### src/design/rycq_pkg.sv
`timescale 1ns / 1ps
`default_nettype none
// ----------------------------------------------------------------------------
// rycq_pkg
// Shared types and fixed-point coefficients for the RGB to YCbCr 4:2:0
// block converter (BT.601 studio range).
// ----------------------------------------------------------------------------
package rycq_pkg;

    localparam int PIX_W   = 8;
    localparam int HALF_W  = 31;

    // Luma coefficients, 24 fractional bits, all positive
    localparam logic [23:0] LUMA_KR = 24'd4308192;
    localparam logic [23:0] LUMA_KG = 24'd8457888;
    localparam logic [23:0] LUMA_KB = 24'd1642588;
    localparam logic [31:0] LUMA_OFS = 32'd268435456;
    localparam logic [31:0] HALF_OUT = 32'd8388608;

    // Chroma coefficients, 23 fractional bits, signed
    localparam logic signed [23:0] CB_KR = -24'sd1243385;
    localparam logic signed [23:0] CB_KG = -24'sd2441024;
    localparam logic signed [23:0] CB_KB = 24'sd3684408;
    localparam logic signed [23:0] CR_KR = 24'sd3684408;
    localparam logic signed [23:0] CR_KG = -24'sd3085235;
    localparam logic signed [23:0] CR_KB = -24'sd599173;
    localparam logic signed [33:0] CHR_OFS = 34'sd1073741824;

    typedef struct packed {
        logic [PIX_W-1:0] red;
        logic [PIX_W-1:0] green;
        logic [PIX_W-1:0] blue;
    } rycq_pixel_t;

    typedef struct packed {
        logic [PIX_W-1:0]  luma;
        logic [HALF_W-1:0] cb_half;
        logic [HALF_W-1:0] cr_half;
    } rycq_pix_res_t;

endpackage
`default_nettype wire

### src/design/rycq_pixel.sv
`timescale 1ns / 1ps
`default_nettype none
// ----------------------------------------------------------------------------
// rycq_pixel
// Per-pixel conversion: rounded luma byte and the halved, offset Cb and Cr
// contributions that the block sums for its subsampled chroma.
// ----------------------------------------------------------------------------
module rycq_pixel
    import rycq_pkg::*;
(
    input  var rycq_pixel_t   pix,
    output var rycq_pix_res_t res
);

    logic [31:0]        y_sum;
    logic signed [8:0]  r_s;
    logic signed [8:0]  g_s;
    logic signed [8:0]  b_s;
    logic signed [32:0] cb_pr;
    logic signed [32:0] cb_pg;
    logic signed [32:0] cb_pb;
    logic signed [32:0] cr_pr;
    logic signed [32:0] cr_pg;
    logic signed [32:0] cr_pb;
    logic signed [33:0] cb_full;
    logic signed [33:0] cr_full;
    logic [31:0]        cb_inc;
    logic [31:0]        cr_inc;

    always_comb
    begin
        y_sum = 32'(pix.red) * 32'(LUMA_KR)
              + 32'(pix.green) * 32'(LUMA_KG)
              + 32'(pix.blue) * 32'(LUMA_KB)
              + LUMA_OFS + HALF_OUT;

        r_s = $signed({1'b0, pix.red});
        g_s = $signed({1'b0, pix.green});
        b_s = $signed({1'b0, pix.blue});

        cb_pr = r_s * CB_KR;
        cb_pg = g_s * CB_KG;
        cb_pb = b_s * CB_KB;
        cr_pr = r_s * CR_KR;
        cr_pg = g_s * CR_KG;
        cr_pb = b_s * CR_KB;

        cb_full = 34'(cb_pr) + 34'(cb_pg) + 34'(cb_pb) + CHR_OFS;
        cr_full = 34'(cr_pr) + 34'(cr_pg) + 34'(cr_pb) + CHR_OFS;

        // round half up, value stays in [0, 2^31)
        cb_inc = {1'b0, cb_full[30:0]} + 32'd1;
        cr_inc = {1'b0, cr_full[30:0]} + 32'd1;

        res.luma    = y_sum[31:24];
        res.cb_half = cb_inc[31:1];
        res.cr_half = cr_inc[31:1];
    end

endmodule
`default_nettype wire

### config.mk
export PLATFORM = sky130hd
export DESIGN_NAME = rycq_pixel
export DESIGN_NICKNAME = d
export VERILOG_FILES = /design/src/design/rycq_pkg.sv /design/src/design/rycq_pixel.sv
export SDC_FILE = /design/constraint.sdc
export NUM_CORES = 1
export LEC_CHECK = 0
export ABC_CLOCK_PERIOD_IN_PS = 16420
export BUFFER_PORTS_ARGS = -buffer_cell sky130_fd_sc_hd__clkbuf_2
export CORE_AREA = 2 2 265 267
export DETAILED_ROUTE_END_ITERATION = 8
export DIE_AREA = 0 0 267 269
export SLEW_MARGIN = 20
export SYNTH_ARGS = -nofsm -noshare
export SYNTH_HDL_FRONTEND = slang
export SYNTH_SLANG_ARGS = --single-unit
export TNS_END_PERCENT = 50
### constraint.sdc
create_clock -name vclk -period 16.42
set_input_delay 3.284 -clock vclk [all_inputs]
set_output_delay 3.284 -clock vclk [all_outputs]
set_load 0.1 [all_outputs]
==> results.md, run 1 <==
- Post-synth top cells: inv_1 (643), ha_1 (491), fa_1 (395)
- Largest cells by area after synthesis: fa_1 (33%), ha_1 (26%), inv_1 (10%)
- Core area: just under 0.07 mm2
- Number of nets in the layout: 3665
- Grt ovf: 0
- Post-synthesis cell count: 2656
- Count leader, synth: inv_1
- Hold Worst Slack: 7.539 ns
- # port buffers: between 90 and 100
- Area after DPL: roughly 0.026 mm2
- Total GRT Usage: 0.2000
- Worst endpoint data arrival time: 12.57 ns
- Final Cycle Share: 0.9654
- Syn nets: 3566
- Worst setup EP type: output port
- Hold path startpoint: pix[16]
- Largest family of logic cells by synthesized area: adder cells
- Drt first pass iters: 5
- Die Area: a little over 0.07 mm2
- Seq/Total Area, Yosys: 0
- Max Slew Vio Count: 0
- IO Count: 94
- DRT antenna net count: 0
- Adder-Cell Fraction of Synth Area: 0.5890
- # diodes: 0
- Post-synthesis area per instance: around 9.0 um2
- Worst path max stage delay: 0.56 ns
- Startpoint type of the worst setup path: input pin
- Final-report setup violation count: 0
- Synth unique cells: 80
- CP max-delay cell: fa_1
- Hold Buf Count CTS: 0
- Register area: 0 um2
- Crit path kind: in2out
- Max_cap viols: 0
- DP Cell Count: roughly 3700
- Hpwl dp: 63510 um
- Wire length per cell: 19.03 um
- Die W: between 200 and 300 um
- Initial antenna violation count: 3
- Synth warn: 0
- Hold path depth: 3
- Routability Congestion: approximately 0.99
- Yosys top cell by area: fa_1
- Die Y: 269 um
- Worst min-delay path endpoint: res[31]
- Largest net degree at the start of global routing: 13
- Clock buffer count in the final layout: 0
- Vias/cell: roughly 5.0
- Final worst path period need: 15.85 ns
- DRC violations left: 0
- Worst Max-Slew Pin Slew: between 0.8 and 0.9 ns
- Status: finished clean
- Compound-Gate Fraction of Synth Area: 0.1183
- Post-Layout Cell Count: 3693
- Mux share of post-synthesis cell area: 0.0008391
- First-pass GRT wire length: between 100000 and 150000 um
- Sum Neg Setup Slack: 0 ns
- CP Max Fanout: 12
- Rows: between 90 and 100
- Fmax: 63.09 MHz
- Initial core utilization: 0.3443
- Vias: roughly 18000
- Design Area, Final: around 0.026 mm2
- Top-area cell type share of the netlist area: 0.3315
- Share of layout cells above drive strength 1: 0.05957
- Slew headroom: 0.3911
- Hold Path Class: in2out
- Synth Area in Simple Gates: 0.08795
- Number of sequential cells: 0
- DRT iter0 DRCs: between 1000 and 1500
- Final Hold Fails: 0
- Area Growth Syn to Fin: 7.363%
- RSZ-0062 raised after global routing: no
- Vias in the first global route: approximately 19000
- Xor/xnor share of the synthesized area: 0.09839
- Filler cells: roughly 7200
- Required @ worst endpoint: around 13 ns
- Synth Cell Area: approximately 0.024 mm2
- Routed wire length: approximately 70000 um
- Post-CTS Setup Repair Bufs: 0
[metrics by stage]
stage / utilization / worst slack, ns
after floorplan: - / 0.5151
after global placement: 0.3695 / 0.7812
after detailed placement: 0.3695 / 0.6368
after CTS: 0.3695 / 0.6299
after global routing: 0.3696 / 0.03032
final: 0.3696 / 0.5688
[final cells by class]
cell class | count | area [um2] | share of cell area
well taps | 940 | 1176 | 0.04592
inverters | 643 | 2414 | 0.09423
repair buffers | 121 | 678.2 | 0.02648
multi-input cells | 1989 | 21350 | 0.8334
[routing by layer]
metal  vias up  global-route usage  routed length [um]
li1       8826                   -                   -
met1      9001              0.2644               30780
met2       459              0.3417               33170
met3        93             0.02539                3779
met4         2             0.05891                2550
met5         -                   0                  13
[how the worst max path moves through the flow]
stage | cells after the start | from | slack [ns] | to
floorplan | 32 | pix[21] | 0.52 | res[30]
global placement | 33 | pix[21] | 0.78 | res[30]
detailed placement | 31 | pix[21] | 0.64 | res[30]
CTS | 31 | pix[21] | 0.63 | res[30]
global route | 31 | pix[21] | 0.03 | res[29]
finish | 31 | pix[21] | 0.57 | res[30]
[layout by cell type (no fill, tap or decap), drive strengths merged, types with 6 or more instances in the layout]
master and count:
inv 643, ha 491, fa 395, xnor2 184, a21oi 140, nor2 92, clkbuf 90, nand2 85
xor2 84, o21ai 76, a21o 64, nand3 44, nor3 37, buf 31, nand2b 23, o21bai 22
a31oi 18, a211oi 17, or2 16, nor4 16, nand4 15, o21a 15, nor2b 14, and3 12
or3 12, and2 10, o31ai 10, o211ai 8, nor3b 7, a21boi 6, a211o 6, or4 6
[worst max-delay path: cells and delay by family]
| family | cells | cell delay (ns) |
|---|---|---|
| AO/OA/AOI/OAI | 7 | 1.64 |
| XOR/XNOR | 2 | 0.59 |
| AND/OR/NAND/NOR | 6 | 1.50 |
| adder cells (fa/ha/maj) | 10 | 4.54 |
| buffers and inverters | 6 | 0.99 |
[what timing repair did]
item	in CTS	in global routing
endpoints found under the setup margin	0	6
resized for setup	0	3
hold endpoints to repair	0	0
[kinds of logic (layout without fill, tap and decap cells)]
family          count (synthesis)  count (layout)
xor+xnor                      268             268
buf+inv                       667             764
compound gates                433             433
simple gates                  400             400
fa+ha+maj                     886             886
mux                             2               2
Power of run 1 is left out: the tool's default activity adds up to more than one toggle a clock period on the data nets, which glitch-free logic cannot reach.
==> inputs of run 2 (changes only) <==
ABC_CLOCK_PERIOD_IN_PS = 19830   (was 16420)
clock period = 19.83 ns   (was 16.42 ns; I/O delays follow)
==> results.md, run 2 (synthesis gave the netlist of run 1 again) <==
- DRT antenna net count: 0 (unchanged)
- Share of layout cells above drive strength 1: 0.05232 (was 0.05957)
- # port buffers: 94 (unchanged)
- CP max-delay cell: fa_1 (unchanged)
- Final-report setup violation count: 0 (unchanged)
- Initial core utilization: 0.3443 (unchanged)
- DRT iter0 DRCs: 1076 (was 1189)
- Clock buffer count in the final layout: 0 (unchanged)
- Most frequent cells in the layout: inv_1 (643), ha_1 (491), fa_1 (395), xnor2_1 (184), a21oi_1 (138) (was inv_1 (643), ha_1 (491), fa_1 (395), xnor2_1 (183), a21oi_1 (138))
- Vias: 18095 (was 18381)
- Most used cell along the critical path: inv_1
- Die Y: 269 um (unchanged)
- Worst endpoint data arrival time: 13.52 ns (was 12.57 ns)
- Largest net degree at the start of global routing: 19 (was 13)
- Routed wire length: 68910 um (was 70290 um)
- Fmax: ~57 MHz
- Core area: 0.06930 mm2 (unchanged)
- Drt first pass iters: 5 (unchanged)
- Worst path max stage delay: 0.54 ns (was 0.56 ns)
- Final Core Density: 0.3673 (was 0.3696)
- Die Area: 0.07182 mm2 (unchanged)
- Worst Max-Slew Pin Slew: 0.7809 ns (was 0.8904 ns)
- Vias in the first global route: 18431 (was 19036)
- Die W: 267 um (unchanged)
- Commonest non-fill, non-tap cell in the layout: inv_1 (unchanged)
- Number of sequential cells: 0 (unchanged)
- Startpoint type of the worst setup path: input pin (unchanged)
- Sum Neg Setup Slack: 0 ns (unchanged)
- CP Max Fanout: 11 (was 12)
- Status: finished clean (unchanged)
- Post-CTS Resized: 0 (unchanged)
- Vias/cell: 4.926 (was 4.977)
- Register area: 0 um2 (unchanged)
- Wire length per cell: 18.76 um (was 19.03 um)
- Rows: 97 (unchanged)
- DRC violations left: 0 (unchanged)
- # diodes: 0 (unchanged)
- Max_cap viols: 0 (unchanged)
- Hold Path Class: in2out (unchanged)
- Number of nets in the layout: 3645 (was 3665)
- Initial antenna violation count: 4 (was 3)
- Max Slew Vio Count: 0 (unchanged)
- Slew headroom: 0.4728 (was 0.3911)
- Final Cycle Share: 0.8817
- Final Hold Fails: 0 (unchanged)
- IO Count: 94 (unchanged)
- Crit path kind: in2out (unchanged)
- Post-CTS Setup Repair Bufs: 0 (unchanged)
- Required @ worst endpoint: 15.86 ns (was 13.14 ns)
- Routability Congestion: 0.9695 (was 0.9890)
- Total GRT Usage: 0.1955 (was 0.2000)
- Area Growth Syn to Fin: 6.682% (was 7.363%)
- Grt ovf: 0 (unchanged)
- Hpwl dp: 61610 um (was 63510 um)
- RSZ-0062 raised after global routing: no (unchanged)
- Final worst path period need: approximately 17 ns
- Worst setup EP type: output port (unchanged)
- Hold Buf Count CTS: 0 (unchanged)
- First-pass GRT wire length: 106800 um (was 109600 um)
run 2: area by class of cell:
class | instances | area [um2]
fill | 7119 | 43850
inverter | 643 | 2414
multi-input combinational | 1989 | 21340
tap | 940 | 1176
timing repair buffer | 101 | 523.0
run 2: per-stage QoR:
step | cells | hold slack, ns | setup WS, ns | instance area (um2)
final | 3673 | 8.961 | 2.345 | 25450
after global routing | 3673 | 8.978 | 1.626 | 25450
after CTS | 3673 | 8.967 | 2.358 | 25450
after detailed placement | 3673 | 8.967 | 2.384 | 25450
after global placement | 3673 | 8.940 | 2.474 | 25450
after floorplan | 2656 | 8.399 | 2.561 | 23860
run 2: critical path: cells and delay by family:
kind,cells,cell delay (ns)
AOI/OAI and AO/OA,8,2.06
xor gates and xnor gates,3,0.52
adders and majority gates,9,3.74
buffers and inverters,8,1.64
and+or+nand+nor,6,1.53
run 2: layer usage:
metal  global-route usage  up-vias  wire [um]
met3              0.02868      100       3847
met5                    0        -         35
li1                     -     8781          -
met4              0.05724        6       2520
met1               0.2565     8782      30040
met2               0.3336      426      32470
run 2: final timing paths:
| kind | from | end | slack [ns] | depth (start not counted) |
|---|---|---|---|---|
| worst max-delay path | pix[17] | res[29] | 2.35 | 34 |
| worst min-delay path | pix[16] | res[31] | 8.96 | 3 |
Power of run 2 is left out for the same reason.
==> inputs of run 3 (changes only) <==
CORE_AREA = 2 2 285 287   (was 2 2 265 267)
DIE_AREA = 0 0 287 289   (was 0 0 267 269)
==> results.md, run 3 (synthesis gave the netlist of run 1 again) <==
- First-pass GRT wire length: 110300 um (was 106800 um)
- Number of sequential cells: 0 (unchanged)
- Slew headroom: 0.4354 (was 0.4728)
- Worst path bufs/invs: 8 (unchanged)
- Die Area: 0.08294 mm2 (was 0.07182 mm2)
- Share of layout cells above drive strength 1: 0.05232 (unchanged)
- CP Max Fanout: 11 (unchanged)
- Largest net degree at the start of global routing: 19 (unchanged)
- Area after DPL: 0.02560 mm2 (was 0.02545 mm2)
- Commonest non-fill, non-tap cell in the layout: inv_1 (unchanged)
- DRT iter0 DRCs: 984 (was 1076)
- IO Count: 94 (unchanged)
- Filler cells: 8422 (was 7119)
- Final Cycle Share: 0.8841 (was 0.8817)
- Grt ovf: 0 (unchanged)
- Area Growth Syn to Fin: 7.311% (was 6.682%)
- Largest delay share family, worst path: adder cells (unchanged)
- Number of nets in the layout: 3645 (unchanged)
- DRT antenna net count: 0 (unchanged)
- Initial core utilization: 0.2986 (was 0.3443)
- CP max-delay cell: fa_1 (unchanged)
- Total GRT Usage: 0.1731 (was 0.1955)
- Worst endpoint data arrival time: 13.57 ns (was 13.52 ns)
- Vias: 18130 (was 18095)
- Post-CTS Setup Repair Bufs: 0 (unchanged)
- Worst setup EP type: output port (unchanged)
- Worst path max stage delay: 0.54 ns (about the same)
- Final worst path period need: 17.53 ns (was 17.48 ns)
- Die Y: 289 um (was 269 um)
- Clock buffer count in the final layout: 0 (unchanged)
- Final-report setup violation count: 0 (unchanged)
- Routability Congestion: 0.9721 (was 0.9695)
- Hold Buf Count CTS: 0 (unchanged)
- Rows: 104 (was 97)
- Hold Path Class: in2out (unchanged)
- # port buffers: 94 (unchanged)
- # diodes: 0 (unchanged)
- Initial antenna violation count: 3 (was 4)
- Crit path kind: in2out (unchanged)
- Startpoint type of the worst setup path: input pin (unchanged)
- Worst Max-Slew Pin Slew: 0.8359 ns (was 0.7809 ns)
- DRC violations left: 0 (unchanged)
- Wire length per cell: 18.76 um (about the same)
- Sum Neg Setup Slack: 0 ns (unchanged)
- Design Area, Final: 0.02560 mm2 (was 0.02545 mm2)
- RSZ-0062 raised after global routing: no (unchanged)
- Final Core Density: 0.3204 (was 0.3673)
- Register area: 0 um2 (unchanged)
- Core area: 0.07990 mm2 (was 0.06930 mm2)
- Max Slew Vio Count: 0 (unchanged)
- Hpwl dp: 63660 um (was 61610 um)
- Post-CTS Resized: 0 (unchanged)
- Final Hold Fails: 0 (unchanged)
- Status: finished clean (unchanged)
- Routed wire length: 71180 um (was 68910 um)
- Vias in the first global route: 18994 (was 18431)
- Required @ worst endpoint: 15.86 ns (about the same)
- Drt first pass iters: 7 (was 5)
- Vias/cell: 4.780 (was 4.926)
- Most frequent cells in the layout: inv_1 (643), ha_1 (491), fa_1 (395), xnor2_1 (184), a21oi_1 (138) (unchanged)
- Max_cap viols: 0 (unchanged)
- Die W: 287 um (was 267 um)
- Fmax: 57.04 MHz (was 57.19 MHz)
## run 3: cell type report
class | instances | area [um2] | area share
Timing Repair Buffer | 101 | 523.0 | 0.02043
Inverter | 643 | 2414 | 0.09428
Tap cell | 1060 | 1326 | 0.05181
Multi-Input combinational cell | 1989 | 21340 | 0.8335
## run 3: per-stage QoR
| stage | std cells | hold slack, ns | setup slack (ns) |
|---|---|---|---|
| 2_1_floorplan | 2656 | 8.399 | 2.561 |
| 3_3_place_gp | 3793 | 8.965 | 2.426 |
| 3_5_place_dp | 3793 | 8.963 | 2.348 |
| 4_1_cts | 3793 | 8.963 | 2.311 |
| 5_1_grt | 3793 | 8.982 | 1.454 |
| 6_report | 3793 | 8.941 | 2.298 |
## run 3: layer usage
metal | up-vias | share of wire | global-route usage
met3 | 102 | 0.049 | 0.02000
met1 | 8805 | 0.42 | 0.2212
met4 | 6 | 0.046 | 0.06706
met2 | 445 | 0.48 | 0.2985
li1 | 8772 | - | -
met5 | - | 0.00065 | 0
## run 3: path summary, 6_finish.rpt
check	start	end	depth (start not counted)
worst max-delay path	pix[17]	res[29]	34
worst min-delay path	pix[16]	res[31]	3
Power of run 3 is left out for the same reason.
